--- src/rtl/lse_pkg.sv ---
// ----------------------------------------------------------------------------
// LSB stego extractor package
// Shared widths, register indexes, section codes and beat structs.
// ----------------------------------------------------------------------------
package lse_pkg;

    // field widths
    localparam int BYTE_W      = 8;
    localparam int SECTION_W   = 2;
    localparam int SKIP_W      = 16;
    localparam int MAGIC_W     = 64;
    localparam int MAGIC_LEN_W = 4;
    localparam int CFG_IDX_W   = 2;
    localparam int CFG_DATA_W  = 64;
    localparam int WORD_W      = 32;
    localparam int BITCNT_W    = 5;

    // magic string holds at most this many bytes
    localparam logic [MAGIC_LEN_W-1:0] MAX_MAGIC_BYTES = 4'd8;

    // reset values of the registers
    localparam logic [SKIP_W-1:0]      HEADER_SKIP_RST  = 16'd54;
    localparam logic [MAGIC_W-1:0]     MAGIC_VALUE_RST  = 64'd0;
    localparam logic [MAGIC_LEN_W-1:0] MAGIC_LENGTH_RST = 4'd2;

    // register indexes
    localparam logic [CFG_IDX_W-1:0] REG_HEADER_SKIP  = 2'd0;
    localparam logic [CFG_IDX_W-1:0] REG_MAGIC_VALUE  = 2'd1;
    localparam logic [CFG_IDX_W-1:0] REG_MAGIC_LENGTH = 2'd2;

    // section codes
    localparam logic [SECTION_W-1:0] SEC_EXT   = 2'd0;
    localparam logic [SECTION_W-1:0] SEC_PAY   = 2'd1;
    localparam logic [SECTION_W-1:0] SEC_ERROR = 2'd2;

    typedef struct packed {
        logic [SKIP_W-1:0]      header_skip;
        logic [MAGIC_W-1:0]     magic_value;
        logic [MAGIC_LEN_W-1:0] magic_length;
    } lse_cfg_t;

    typedef struct packed {
        logic [BYTE_W-1:0]    out_byte;
        logic [SECTION_W-1:0] section;
        logic                 section_last;
    } lse_result_t;

endpackage

--- src/rtl/lse_image_if.sv ---
// ----------------------------------------------------------------------------
// Image byte channel
// Valid/ready channel that carries one file byte and a start-of-file flag.
// ----------------------------------------------------------------------------
interface lse_image_if
    import lse_pkg::*;
();
    logic              valid;
    logic              ready;
    logic [BYTE_W-1:0] image_byte;
    logic              frame_start;

    modport source (output valid, output image_byte, output frame_start, input ready);
    modport sink   (input valid, input image_byte, input frame_start, output ready);
endinterface

--- src/rtl/lse_hidden_if.sv ---
// ----------------------------------------------------------------------------
// Hidden byte channel
// Valid/ready channel that carries one recovered byte with its section tags.
// ----------------------------------------------------------------------------
interface lse_hidden_if
    import lse_pkg::*;
();
    logic                 valid;
    logic                 ready;
    logic [BYTE_W-1:0]    out_byte;
    logic [SECTION_W-1:0] section;
    logic                 section_last;

    modport source (output valid, output out_byte, output section, output section_last,
                    input ready);
    modport sink   (input valid, input out_byte, input section, input section_last,
                    output ready);
endinterface

--- src/rtl/lse_parser.sv ---
// ----------------------------------------------------------------------------
// LSB stego parser
// Per-beat parse state: header skip, LSB gathering, magic check, length
// words and section byte emission. State advances on each accepted beat.
// ----------------------------------------------------------------------------
module lse_parser
    import lse_pkg::*;
(
    input  logic              clk,
    input  logic              rst_n,
    input  logic              step,
    input  logic [BYTE_W-1:0] image_byte,
    input  logic              frame_start,
    input  lse_cfg_t          cfg,
    output logic              emit,
    output lse_result_t       result
);

    localparam logic [2:0] PH_SKIP    = 3'd0;
    localparam logic [2:0] PH_MAGIC   = 3'd1;
    localparam logic [2:0] PH_EXT_LEN = 3'd2;
    localparam logic [2:0] PH_EXT     = 3'd3;
    localparam logic [2:0] PH_PAY_LEN = 3'd4;
    localparam logic [2:0] PH_PAY     = 3'd5;
    localparam logic [2:0] PH_DONE    = 3'd6;

    localparam logic [BITCNT_W-1:0] BYTE_LAST_BIT = 5'd7;
    localparam logic [BITCNT_W-1:0] WORD_LAST_BIT = 5'd31;

    logic [2:0]          phase_reg, phase_next;
    logic [BITCNT_W-1:0] bit_cnt_reg, bit_cnt_next;
    logic [WORD_W-1:0]   shift_reg, shift_next;
    logic [WORD_W-1:0]   sec_cnt_reg, sec_cnt_next;
    logic [WORD_W-1:0]   sec_len_reg, sec_len_next;
    logic                magic_bad_reg, magic_bad_next;

    // state registers
    always_ff @(posedge clk or negedge rst_n)
    begin
        if (!rst_n)
        begin
            phase_reg     <= PH_SKIP;
            bit_cnt_reg   <= '0;
            shift_reg     <= '0;
            sec_cnt_reg   <= '0;
            sec_len_reg   <= '0;
            magic_bad_reg <= 1'b0;
        end
        else if (step)
        begin
            phase_reg     <= phase_next;
            bit_cnt_reg   <= bit_cnt_next;
            shift_reg     <= shift_next;
            sec_cnt_reg   <= sec_cnt_next;
            sec_len_reg   <= sec_len_next;
            magic_bad_reg <= magic_bad_next;
        end
    end

    // one beat of parsing
    always_comb
    begin
        logic [2:0]             ph;
        logic [BITCNT_W-1:0]    bc;
        logic [WORD_W-1:0]      sh;
        logic [WORD_W-1:0]      cnt;
        logic [WORD_W-1:0]      cnt_inc;
        logic [WORD_W-1:0]      len;
        logic                   bad;
        logic                   unit_done;
        logic [BITCNT_W-1:0]    last_bit;
        logic [MAGIC_LEN_W-1:0] n_magic;
        logic [2:0]             byte_sel;
        logic [BYTE_W-1:0]      expect_byte;
        logic                   is_last;

        // restart on a new file
        ph  = frame_start ? PH_SKIP : phase_reg;
        bc  = frame_start ? '0 : bit_cnt_reg;
        sh  = frame_start ? '0 : shift_reg;
        cnt = frame_start ? '0 : sec_cnt_reg;
        len = frame_start ? '0 : sec_len_reg;
        bad = frame_start ? 1'b0 : magic_bad_reg;

        emit   = 1'b0;
        result = '0;

        // header skip; the first data beat falls through to the magic
        if (ph == PH_SKIP)
        begin
            if (cnt < {{(WORD_W-SKIP_W){1'b0}}, cfg.header_skip})
            begin
                cnt = cnt + 32'd1;
            end
            else
            begin
                ph  = PH_MAGIC;
                cnt = '0;
                bc  = '0;
                sh  = '0;
            end
        end

        // LSB gather, MSB first
        last_bit  = (ph == PH_EXT_LEN || ph == PH_PAY_LEN) ? WORD_LAST_BIT : BYTE_LAST_BIT;
        unit_done = 1'b0;
        if (ph != PH_SKIP && ph != PH_DONE)
        begin
            sh        = {sh[WORD_W-2:0], image_byte[0]};
            unit_done = (bc >= last_bit);
            bc        = unit_done ? '0 : bc + 5'd1;
        end

        // magic byte selection, count clamped to 1..MAX_MAGIC_BYTES
        if (cfg.magic_length == '0)
            n_magic = 4'd1;
        else if (cfg.magic_length > MAX_MAGIC_BYTES)
            n_magic = MAX_MAGIC_BYTES;
        else
            n_magic = cfg.magic_length;
        byte_sel    = 3'(n_magic - 4'd1 - {1'b0, cnt[2:0]});
        expect_byte = cfg.magic_value[{byte_sel, 3'b000} +: BYTE_W];

        cnt_inc = cnt + 32'd1;
        is_last = (cnt_inc >= len);

        if (unit_done)
        begin
            unique case (ph)
                PH_MAGIC:
                begin
                    if (sh[BYTE_W-1:0] != expect_byte)
                        bad = 1'b1;
                    cnt = cnt_inc;
                    if (cnt_inc >= {{(WORD_W-MAGIC_LEN_W){1'b0}}, n_magic})
                    begin
                        cnt = '0;
                        if (bad)
                        begin
                            ph                  = PH_DONE;
                            emit                = 1'b1;
                            result.out_byte     = '0;
                            result.section      = SEC_ERROR;
                            result.section_last = 1'b0;
                        end
                        else
                        begin
                            ph = PH_EXT_LEN;
                        end
                    end
                end
                PH_EXT_LEN:
                begin
                    len = sh;
                    cnt = '0;
                    ph  = (sh == '0) ? PH_PAY_LEN : PH_EXT;
                end
                PH_PAY_LEN:
                begin
                    len = sh;
                    cnt = '0;
                    ph  = (sh == '0) ? PH_DONE : PH_PAY;
                end
                PH_EXT, PH_PAY:
                begin
                    emit                = 1'b1;
                    result.out_byte     = sh[BYTE_W-1:0];
                    result.section      = (ph == PH_EXT) ? SEC_EXT : SEC_PAY;
                    result.section_last = is_last;
                    cnt                 = is_last ? '0 : cnt_inc;
                    if (is_last)
                        ph = (ph == PH_EXT) ? PH_PAY_LEN : PH_DONE;
                end
                default:
                begin
                end
            endcase
        end

        phase_next     = ph;
        bit_cnt_next   = bc;
        shift_next     = sh;
        sec_cnt_next   = cnt;
        sec_len_next   = len;
        magic_bad_next = bad;
    end

endmodule

--- src/rtl/lsb_stego_extractor.sv ---
// ----------------------------------------------------------------------------
// LSB stego extractor
// Recovers magic-checked extension and payload bytes hidden in image LSBs.
// ----------------------------------------------------------------------------
// Usage:
//   image  : one file byte per beat; frame_start marks byte 0 of a file and
//            restarts the parser. Only bit 0 of bytes past the header counts.
//   hidden : one recovered byte per beat, tagged extension / payload with a
//            last flag on the final byte of a section, or a single error beat
//            when the magic string does not match.
//   cfg    : header_skip, magic_value, magic_length; write only while idle.
// Timing:
//   One image beat is taken every cycle unless a result is held and not taken. A result shows on hidden the cycle
//   after the image beat that completes it (one output register). Eight image
//   beats make one hidden byte, so results are sparse.
// Reset:
//   Registers return to 54 / 0 / 2 and the parser waits in header skip; a
//   stream with no frame_start is parsed as a file starting at its first beat.
// Stall:
//   A result held by a stalled receiver stays on hidden; image.ready drops
//   only while a result is held and not taken in that cycle.
// ----------------------------------------------------------------------------
module lsb_stego_extractor
    import lse_pkg::*;
(
    input  logic                  clk,
    input  logic                  rst_n,
    input  logic                  cfg_we,
    input  logic [CFG_IDX_W-1:0]  cfg_index,
    input  logic [CFG_DATA_W-1:0] cfg_data,
    lse_image_if.sink             image,
    lse_hidden_if.source          hidden
);

    lse_cfg_t    cfg_reg;
    logic        out_vld_reg, out_vld_next;
    lse_result_t res_reg, res_next;
    logic        accept;
    logic        emit;
    lse_result_t result;

    // configuration registers
    always_ff @(posedge clk or negedge rst_n)
    begin
        if (!rst_n)
        begin
            cfg_reg.header_skip  <= HEADER_SKIP_RST;
            cfg_reg.magic_value  <= MAGIC_VALUE_RST;
            cfg_reg.magic_length <= MAGIC_LENGTH_RST;
        end
        else if (cfg_we)
        begin
            unique case (cfg_index)
                REG_HEADER_SKIP:  cfg_reg.header_skip  <= cfg_data[SKIP_W-1:0];
                REG_MAGIC_VALUE:  cfg_reg.magic_value  <= cfg_data[MAGIC_W-1:0];
                REG_MAGIC_LENGTH: cfg_reg.magic_length <= cfg_data[MAGIC_LEN_W-1:0];
                default:
                begin
                end
            endcase
        end
    end

    // input handshake
    assign image.ready = !out_vld_reg || hidden.ready;
    assign accept      = image.valid && image.ready;

    lse_parser u_parser (
        .clk         (clk),
        .rst_n       (rst_n),
        .step        (accept),
        .image_byte  (image.image_byte),
        .frame_start (image.frame_start),
        .cfg         (cfg_reg),
        .emit        (emit),
        .result      (result)
    );

    // output register
    always_comb
    begin
        out_vld_next = out_vld_reg;
        res_next     = res_reg;
        if (accept)
        begin
            out_vld_next = emit;
            if (emit)
                res_next = result;
        end
        else if (hidden.ready)
        begin
            out_vld_next = 1'b0;
        end
    end

    always_ff @(posedge clk or negedge rst_n)
    begin
        if (!rst_n)
            out_vld_reg <= 1'b0;
        else
            out_vld_reg <= out_vld_next;
    end

    always_ff @(posedge clk)
    begin
        res_reg <= res_next;
    end

    assign hidden.valid        = out_vld_reg;
    assign hidden.out_byte     = res_reg.out_byte;
    assign hidden.section      = res_reg.section;
    assign hidden.section_last = res_reg.section_last;

    // checks
    a_error_beat_clean: assert property (@(posedge clk) disable iff (!rst_n)
        hidden.valid && hidden.section == SEC_ERROR
        |-> hidden.out_byte == '0 && !hidden.section_last)
        else $error("error beat carries data");

    a_no_take_when_held: assert property (@(posedge clk) disable iff (!rst_n)
        hidden.valid && !hidden.ready |-> !image.ready)
        else $error("image beat taken while result held");

    a_result_from_accept: assert property (@(posedge clk) disable iff (!rst_n)
        $rose(hidden.valid) |-> $past(image.valid && image.ready))
        else $error("result appeared without an image beat");

    a_section_code: assert property (@(posedge clk) disable iff (!rst_n)
        hidden.valid |-> hidden.section == SEC_EXT || hidden.section == SEC_PAY
                         || hidden.section == SEC_ERROR)
        else $error("bad section code");

endmodule

--- src/flat_wrapper.sv ---
// flat-port wrapper written by rule: the top's interface ports become plain ports
module lsb_stego_extractor_flat import lse_pkg::*;
  (clk, rst_n, cfg_we, cfg_index, cfg_data, image_valid, image_image_byte, image_frame_start, image_ready, hidden_valid, hidden_out_byte, hidden_section, hidden_section_last, hidden_ready);
  lse_image_if image_i ();
  lse_hidden_if hidden_i ();
  input  logic clk;
  input  logic rst_n;
  input  logic cfg_we;
  input  logic [CFG_IDX_W-1:0] cfg_index;
  input  logic [CFG_DATA_W-1:0] cfg_data;
  input wire logic [$bits(image_i.valid)-1:0] image_valid;
  input wire logic [$bits(image_i.image_byte)-1:0] image_image_byte;
  input wire logic [$bits(image_i.frame_start)-1:0] image_frame_start;
  output wire logic [$bits(image_i.ready)-1:0] image_ready;
  output wire logic [$bits(hidden_i.valid)-1:0] hidden_valid;
  output wire logic [$bits(hidden_i.out_byte)-1:0] hidden_out_byte;
  output wire logic [$bits(hidden_i.section)-1:0] hidden_section;
  output wire logic [$bits(hidden_i.section_last)-1:0] hidden_section_last;
  input wire logic [$bits(hidden_i.ready)-1:0] hidden_ready;
  assign image_i.valid = image_valid;
  assign image_i.image_byte = image_image_byte;
  assign image_i.frame_start = image_frame_start;
  assign image_ready = image_i.ready;
  assign hidden_valid = hidden_i.valid;
  assign hidden_out_byte = hidden_i.out_byte;
  assign hidden_section = hidden_i.section;
  assign hidden_section_last = hidden_i.section_last;
  assign hidden_i.ready = hidden_ready;
  lsb_stego_extractor u_core (.clk(clk), .rst_n(rst_n), .cfg_we(cfg_we), .cfg_index(cfg_index), .cfg_data(cfg_data), .image(image_i), .hidden(hidden_i));
endmodule
--- config.mk ---
export PLATFORM = sky130hd
export DESIGN_NAME = lsb_stego_extractor_flat
export DESIGN_NICKNAME = d
export VERILOG_FILES = /design/src/rtl/lse_pkg.sv /design/src/rtl/lse_image_if.sv /design/src/rtl/lse_hidden_if.sv /design/src/rtl/lse_parser.sv /design/src/rtl/lsb_stego_extractor.sv /design/src/flat_wrapper.sv
export SDC_FILE = /design/constraint.sdc
export NUM_CORES = 1
export LEC_CHECK = 0
export BUFFER_PORTS_ARGS = -buffer_cell sky130_fd_sc_hd__buf_2
export CAP_MARGIN = 25
export CORE_ASPECT_RATIO = 1.75
export CORE_MARGIN = 2
export CORE_UTILIZATION = 40
export DETAILED_ROUTE_END_ITERATION = 6
export HOLD_SLACK_MARGIN = 0.08
export SLEW_MARGIN = 30
export SYNTH_ARGS = -nofsm -noshare
export SYNTH_HDL_FRONTEND = slang
export SYNTH_HIERARCHICAL = 1
export SYNTH_SLANG_ARGS = --single-unit
export TNS_END_PERCENT = 10
--- constraint.sdc ---
create_clock -name clk -period 15.7 [get_ports clk]
set_input_delay 3.14 -clock clk [delete_from_list [all_inputs] [get_ports clk]]
set_output_delay 3.14 -clock clk [all_outputs]
set_load 0.005 [all_outputs]
* After elaboration in Yosys (flattened, before gate mapping) *
Cells that the tools add are included.

storage, ports and cells
  flip-flop bits (word level) = 201
  ROM bits = 0
  output and inout bits = 13
  word-level logic and storage cells = 100
  memory bits (writable) = 0
  memories = 0
  bits in latches = 0

cells by class
  equality and inequality tests = 9
  reductions and logical operators = 17
  shift-type cells = 1
  bitwise operators = 0
  add/subtract/negate cells = 5
  $mul = 0
  order comparisons = 5
  divide/modulo/power cells = 0
  muxes and demuxes = 50

operators by type and width
  kind                     number
  $mux W32                 13
  $pmux W32 S3             1
  $add A32 B1 Y32 const B  2
  $shiftx A64 B7 Y8        1
  $ge A32 B32 Y1           1
  $ge A32 B4 Y1            1
  $logic_not A32 Y1        1
  $lt A32 B16 Y1           1
  $mux W3                  10
  $mux W5                  6
  $pmux W11 S2             1
  $mux W1                  13
  $pmux W3 S4              1
  $mux W4                  2
  $ne A8 B8 Y1             1
  $reduce_and A2 Y1        4
  $eq A3 B2 Y1 const B     2
  $eq A3 B3 Y1 const B     2
  $add A5 B1 Y5 const B    1
  $ge A5 B5 Y1             1
  $gt A4 B4 Y1 const B     1
  $logic_not A4 Y1         1
  $mux W2                  2
  $reduce_or A2 Y1         2
  14 further kinds         16

* Longest topological paths before layout *
Gate-level depths: netlist (run 1).

  word-level depth = 16
  depth in mapped cells = 34
  depth with buffers taken out = 28

* Hierarchy *
The synthesis (run 1) kept the hierarchy.

modules (own cells, without submodules)
  module               seq. area each (µm²)  times used  area each (µm²)  cells an instance
  lse_parser           2627.5                1           10139.7          1255
  lsb_stego_extractor  2463.6                1           3837.4           196

* Worst setup path after synthesis (run 1) *
No wires, ideal clock.

  kind = input to register
  from = in image_frame_start
  to = reg u_core.u_parser.sec_cnt_reg[26]
  buffers on the path = 5
  data arrival time = 9.532 ns
  cell stages on the path = 31
  setup time = 0.101 ns
  setup slack = 6.067 ns
  path through = buf_2 buf_2 nor2b_1 ha_1 and3_1 a221o_1 a221oi_1 nand3_1 clkbuf_1 o32ai_1 ha_1 nand4_1 nor4_1 nand4_1 clkbuf_1 o31ai_1 inv_1 or2_2 ha_1 a21oi_1 nor2b_1 o21ai_0 nand2b_1 a21oi_1 o21ai_0 a21oi_1 nand2_1 o41ai_2 buf_4 nand2_2 o311ai_2

between the ends
  cells in the longest elaborated chain, start to end = 10
  elaborated cells between the ends (all ways) = 34
  those cells by class = add/sub: 2; order compare: 4; eq/ne: 6; mux: 16; reduce/logical: 6

RTL lines
  item                                                     RTL line            RTL
  start: declaration                                       flat_wrapper.sv:13  input wire logic [$bits(image_i.frame_start)-1:0] image_frame_start;
  branches (longest 9 deep; another with $add A32 B1 Y32)  --
  $mux W32 (*)                                             lse_parser.sv:127   if (unit_done)
  end signal: assignment                                   lse_parser.sv:54    sec_cnt_reg <= sec_cnt_next;
  end: declaration                                         lse_parser.sv:33    logic [WORD_W-1:0] sec_cnt_reg, sec_cnt_next;

Every way passes the cells marked *.
A chain may end at the register's enable or synchronous reset.

* Worst setup path after layout (run 1) *
  from = in image_frame_start
  to = reg u_core.u_parser.sec_cnt_reg[1]

The elaborated chain is that of the path after synthesis.

==> run_results.csv, run 1 <==
group,metric,value,unit
outcome,outcome,"complete, no violations",
timing,setup_viol,0,
critical_path,start_kind,"input pin",
clock_network,path_clk_slew,0.07,ns
timing,fin_skew,0.02156,ns
placement,place_inst,1930,
timing,period_share,78.22,%
synth,yosys_most_used_dff,"dfrtp_1",
synth,synthCells,1451,
timing,worst_slew_pin_slew,0.9797,ns
timing,max_freq,0.08143,GHz
routing,firstDrtPassIters,6,
critical_path,crit_required,16.16,ns
grt,grt_pass1_vias,11840,
critical_path,r2r_setup_slack,6.03,ns
routing,vias,11710,
critical_path,cp_slowest_cell,"nand3_1",
critical_path,timing.rr.start,"u_core/u_parser/sec_cnt_reg[5]",
critical_path,critPathKind,"in -> reg",
grt,track_usage,23.64,%
critical_path,path_max_fanout,38,
synth,avgSynthCellArea,9.633,um2
grt,overflow,0,
layout,drive_gt1_share,20.92,%
critical_path,r2r_cells,23,
synth,synth_area_leaders,"dfrtp_1, mux2_4, ha_1",
run,drv_cap,0,
synth,synth_cell_types,93,
synth,synth_fp_nets,1589,
synth,yosys.area.top_type,"dfrtp_1",
worst_hold_path,min_to,"u_core/u_parser/sec_len_reg[0]",
die,die_h,251.3,um
worst_hold_path,min_path_type,"reg -> reg",
power_and_ir_drop,powerDensity,106.8,mW/mm2
timing,relSlewSlack,34.61,%
critical_path,r2r_end,"u_core/u_parser/sec_cnt_reg[1]",
critical_path,cpPeakStageDelay,0.77,ns
timing,hold_viol_final,0,
synth,synth.top_cell.area_share,33.12,%
placement,dpl.hpwl,32.27,mm
die,initial_core_util,40.56,%
placement,gp_congestion,0.9299,
layout,diodes,0,
power_and_ir_drop,ir_worst_vdd,0.1154,mV
critical_path,worstPathArrival,12.74,ns
synth,synth_edf_count,11,
worst_hold_path,whs_path_depth,2,
clock_network,cts_resized,0,
grt,grt_pass1_wl,67.52,mm
clock_network,postCtsHoldBufs,0,
timing,rsz0062_at_grt,"false",
timing,drv_slew,0,
clock_network,htreeDepth,1,
grt,grt_max_degree,89,
timing,whs,0.4974,ns
routing,drt_iter0_markers,896,
die,dieArea,0.03651,mm2
clock_network,cts_tree,"built",
synth,yosys_warnings,6,
clock_network,numCtsBuffers,21,
clock_network,cts_sinks,201,
critical_path,endpoint_kind,"flip-flop",
timing,fin_crit,12.28,ns
power_and_ir_drop,leakage,6.819,nW
grt,antenna_found_initial,0,
die,ios,93,
layout,fin_nets,1631,
placement,placed_cell_area,0.01470,mm2
timing,finalSetupTns,0,ns
routing,drt-total-wl,43.37,mm
clock_network,cts_buffer_depth,3,
placement,io_buffers,85,
worst_hold_path,hp-start,"u_core/u_parser/sec_len_reg[0]",
clock_network,clk_latency,0.53,ns
synth,async_flop_share,94.53,%
layout,largest_register_ffs,84,
routing,drcViolationCount,0,
layout,fin_cells,1966,
routing,wl_per_cell,22.06,um
die,die_w,145.3,um
routing,vias_per_cell,5.954,
layout,fin_area,0.01535,mm2
routing,ant_nets,0,
synth,ys_seq_elements,201,
clock_network,postCtsSetupRepairBufs,0,
critical_path,cp_common_cell,"ha_1",
synth,synth_area,0.01398,mm2
synth,yosysSeqAreaShare,36.42,%
die,core-area,0.03446,mm2
die,rows,90,
clock_network,clockRootBuffer,"clkbuf_16",
layout,area_delta_synth_final,9.811,%
-- final cells by class --
class / instances / area (um2)
Multi-Input combinational cell: 1121 / 8292
Fill cell: 3388 / 19110
Clock buffer: 30 / 599.3
Inverter: 42 / 157.7
Tap cell: 460 / 575.6
Clock inverter: 6 / 41.29
Sequential cell: 201 / 5091
Timing Repair Buffer: 106 / 591.8
-- cell usage after synthesis (all sizes together) (8+ instances only) --
cell type / count
mux2i: 28
or2: 13
nor4: 35
a21o: 25
mux4: 16
nand4b: 12
xnor2: 32
nor2b: 22
or3: 10
mux2: 116
o221ai: 8
nand3: 39
a22o: 19
xor2: 21
dfrtp: 185
nor2: 124
buf: 33
nand2: 152
a31oi: 11
o21ai: 42
edfxtp: 11
and2: 17
or4: 9
ha: 57
a211oi: 8
clkbuf: 54
and3: 10
nand2b: 18
inv: 41
nor3: 41
a21oi: 104
nand4: 23
-- kinds of logic (layout without fill, tap and decap cells) --
group,count (synthesis),after routing,synth area share (%)
adders and majority gates,58,58,5.246
buffers and inverters,129,184,4.610
muxes,160,160,15.54
AOI/OAI and AO/OA,301,301,14.63
and+or+nand+nor,549,549,20.10
DFF,201,201,36.42
xor gates and xnor gates,53,53,3.455
-- worst max-delay path by stage --
| stage | start | to |
|---|---|---|
| after floorplan | image_frame_start | u_core/u_parser/sec_cnt_reg[26] |
| after global placement | image_frame_start | u_core/u_parser/sec_cnt_reg[1] |
| after detailed placement | image_frame_start | u_core/u_parser/sec_cnt_reg[24] |
| after CTS | image_frame_start | u_core/u_parser/sec_cnt_reg[29] |
| after global routing | image_frame_start | u_core/u_parser/sec_cnt_reg[1] |
| final | image_frame_start | u_core/u_parser/sec_cnt_reg[1] |
-- where the power goes --
part           leakage (nW)  switching, mW  internal, mW
Clock                 0.306          0.218         0.266
Combinational          3.99          0.285         0.234
Sequential             2.52         0.0526         0.584
-- metrics by stage --
step / setup slack [ns] / total power [mW] / utilization (%)
5_1_grt: 2.842 / 1.720 / 44.54
6_report: 3.419 / 1.639 / 44.54
3_3_place_gp: 3.152 / 1.151 / 42.63
4_1_cts: 3.589 / 1.649 / 44.53
2_1_floorplan: 6.067 / 1.003 / -
3_5_place_dp: 3.061 / 1.163 / 42.67
-- worst max-delay path: cells and delay by family --
kind,cells,cell delay (ns)
muxes,1,0.75
and+or+nand+nor,6,2.59
AOI/OAI and AO/OA,12,4.33
buffers and inverters,3,0.88
adders and majority gates,3,1.04
-- metal layers --
| layer | vias to the layer above | GRT usage, % | share of wire (%) |
|---|---|---|---|
| met5 | - | 0 | 0 |
| met1 | 5741 | 24.66 | 35 |
| met3 | 155 | 2.051 | 4.0 |
| met2 | 398 | 44.29 | 53 |
| li1 | 5411 | - | - |
| met4 | 0 | 16.64 | 8.2 |
-- layout by cell type, fill, tap and decap left out, drive strengths merged, types with 7 or more instances in the layout --
cell	synthesis	routed
nand4b	12	12
ha	57	57
and3	10	10
a211oi	8	8
a21o	25	25
or3	10	10
nor2b	22	22
or4	9	9
a31oi	11	11
and2	17	17
inv	41	42
nor4	35	35
nor2	124	124
nand2	152	152
a221o	7	7
dfrtp	185	185
or2	13	13
a22o	19	19
o21ai	42	42
nand3	39	39
mux2i	28	28
clkbuf	54	31
buf	33	105
a21oi	104	104
edfxtp	11	11
o221ai	8	8
nand2b	18	18
and4	7	7
xor2	21	21
mux2	116	116
nand4	23	23
nor3	41	41
mux4	16	16
xnor2	32	32
o31ai	7	7
Note: power is estimated with default switching activity, not from simulation.
==> inputs of run 2 (changes only) <==
==> constraint.sdc (replaced) <==
create_clock -name clk -period 12.8 [get_ports clk]
set_input_delay 2.56 -clock clk [delete_from_list [all_inputs] [get_ports clk]]
set_output_delay 2.56 -clock clk [all_outputs]
set_load 0.005 [all_outputs]
==> run 2 against run 1 <==
Against the previous run: setup slack worse by 1.7 ns; sequential power up 22%; utilization rose by 0.098 points; sequential share of layout area is 0.073 points lower; first-iteration DRC count down 16%; die area is the same; clock skew decreased by 0.0017 ns; sequential cell count is the same; via count shrank 0.19%; worst hold slack improved by 0.0082 ns; total power rose by 23%.
==> run_results.csv, run 2 (synthesis results as in run 1) <==
group,metric,value,unit
timing,rsz0062_at_grt,"false",
grt,grt_max_degree,80,
critical_path,r2r_end,"u_core/u_parser/sec_cnt_reg[1]",
placement,gp_congestion,0.9294,
clock_network,htreeDepth,1,
grt,antenna_found_initial,0,
layout,diodes,0,
critical_path,worstPathArrival,11.55,ns
routing,drcViolationCount,0,
critical_path,r2r_setup_slack,3.82,ns
routing,wl_per_cell,22.01,um
routing,ant_nets,0,
grt,grt_pass1_vias,12010,
worst_hold_path,min_path_type,"reg -> reg",
critical_path,path_max_fanout,39,
power_and_ir_drop,leakage,6.854,nW
power_and_ir_drop,p_total,2.021,mW
critical_path,timing.rr.start,"u_core/u_parser/sec_cnt_reg[5]",
routing,firstDrtPassIters,5,
critical_path,path_delay_family,"compound AO/OA/AOI/OAI gates",
routing,drt_iter0_markers,754,
layout,drive_gt1_share,21.13,%
power_and_ir_drop,pwr-share-clk,30.0,%
routing,vias,11680,
timing,worst_slew_pin_slew,1.005,ns
timing,drv_slew,0,
clock_network,cts_sinks,201,
layout,area_delta_synth_final,10.05,%
clock_network,cts_tree,"built",
clock_network,path_clk_slew,0.07,ns
critical_path,worstPathBufferInverterCount,4,
critical_path,crit_required,13.27,ns
worst_hold_path,min_to,"u_core/cfg_reg[67]",
layout,mostFrequentLayoutCell,"dfrtp_1",
power_and_ir_drop,ir_worst_vdd,0.1416,mV
routing,vias_per_cell,5.930,
placement,dpl.hpwl,32.32,mm
timing,finalSetupTns,0,ns
clock_network,postCtsSetupRepairBufs,0,
outcome,outcome,"complete, no violations",
grt,track_usage,23.68,%
die,initial_core_util,40.56,%
die,dieArea,0.03651,mm2
layout,fin_nets,1634,
placement,io_buffers,85,
clock_network,cts_buffer_depth,3,
power_and_ir_drop,p_switching,0.6875,mW
grt,overflow,0,
power_and_ir_drop,p_comb_share,31.4,%
power_and_ir_drop,powerDensity,131.4,mW/mm2
run,drv_cap,0,
routing,drt-total-wl,43.35,mm
critical_path,cp_common_cell,"ha_1",
critical_path,cp_slowest_cell,"and2_1",
timing,relSlewSlack,32.72,%
clock_network,cts_resized,0,
critical_path,cpPeakStageDelay,0.79,ns
grt,grt_pass1_wl,67.52,mm
worst_hold_path,whs_path_depth,1,
power_and_ir_drop,cell_internal_pwr,1.333,mW
timing,setup_viol,0,
die,core-area,0.03446,mm2
timing,hold_viol_final,0,
critical_path,endpoint_kind,"flip-flop",
critical_path,start_kind,"input pin",
placement,dp_slack,1.397,ns
clock_network,numCtsBuffers,20,
die,rows,90,
power_and_ir_drop,p_sw_share,34.02,%
clock_network,clk_latency,0.54,ns
timing,max_freq,0.09027,GHz
timing,period_share,86.55,%
die,ios,93,
power_and_ir_drop,seq_power_share,38.6,%
layout,final_cell_mix,"dfrtp_1, nand2_1, nor2_1",
timing,fin_crit,11.08,ns
clock_network,postCtsHoldBufs,0,
die,die_h,251.3,um
timing,setup_slack,1.722,ns
die,die_w,145.3,um
critical_path,critPathKind,"in -> reg",
layout,largest_register_ffs,84,
timing,fin_skew,0.01990,ns
worst_hold_path,hp-start,"u_core/cfg_reg[67]",
critical_path,r2r_cells,24,
clock_network,clockRootBuffer,"clkbuf_16",
## run 2: cell count changes in the layout (fill, tap and decap cells not counted), moves of 2 or more
| cell | previous run | this run |
|---|---|---|
| clkinv_2 | 2 | 4 |
| buf_4 | 21 | 24 |
| clkbuf_8 | 5 | 2 |
| inv_6 | 1 | 3 |
## run 2: per-stage QoR
step / util [%] / cell area (um2) / hold WS [ns] / instances
floorplan: - / 13980 / 0.4422 / 1451
global placement: 42.71 / 14720 / 0.4830 / 1934
detailed placement: 42.77 / 14740 / 0.4873 / 1934
CTS: 44.64 / 15380 / 0.5058 / 1970
global route: 44.64 / 15380 / 0.5182 / 1970
finish: 44.64 / 15380 / 0.5056 / 1970
## run 2: how the worst max path moves through the flow
stage	start	endpoint	cells past startpoint
3_5_place_dp	image_frame_start	u_core/u_parser/sec_cnt_reg[1]	26
3_3_place_gp	image_frame_start	u_core/u_parser/sec_cnt_reg[1]	26
2_1_floorplan	image_frame_start	u_core/u_parser/sec_cnt_reg[26]	31
5_1_grt	image_frame_start	u_core/u_parser/sec_cnt_reg[31]	26
4_1_cts	image_frame_start	u_core/u_parser/sec_cnt_reg[1]	26
6_report	image_frame_start	u_core/u_parser/sec_cnt_reg[1]	26
## run 2: power by group through the flow
stage	combinational [mW]	sequential, mW	clock (mW)
2_1_floorplan	0.469	0.761	0
3_3_place_gp	0.625	0.786	0
3_5_place_dp	0.637	0.790	0
6_report	0.635	0.779	0.606
5_1_grt	0.690	0.789	0.643
4_1_cts	0.640	0.778	0.620
## run 2: final cells by class
cell class	count	area, um2
Clock buffer	26	554.3
Tap cell	460	575.6
Inverter	42	157.7
Fill cell	3421	19080
Sequential cell	201	5091
Clock inverter	10	91.34
Multi-Input combinational cell	1121	8287
Timing Repair Buffer	110	625.6
## run 2: worst reg2reg max path: cells and delay by family, from the launching register on
kind	cells	cell delay [ns]
AO/OA/AOI/OAI	12	4.00
multiplexers	1	0.74
buffers and inverters	2	0.49
flip-flops	1	0.51
AND/OR/NAND/NOR	6	2.07
adder cells (fa/ha/maj)	3	1.10
## run 2: layer usage
metal | up-vias | global-route usage (%) | part of all wire, % | wire length [um]
met5 | - | 0 | 0 | 0
met4 | 0 | 16.58 | 8.3 | 3603
met3 | 160 | 2.142 | 3.9 | 1694
met2 | 401 | 44.86 | 53 | 22960
met1 | 5706 | 24.28 | 35 | 15090
li1 | 5416 | - | - | -
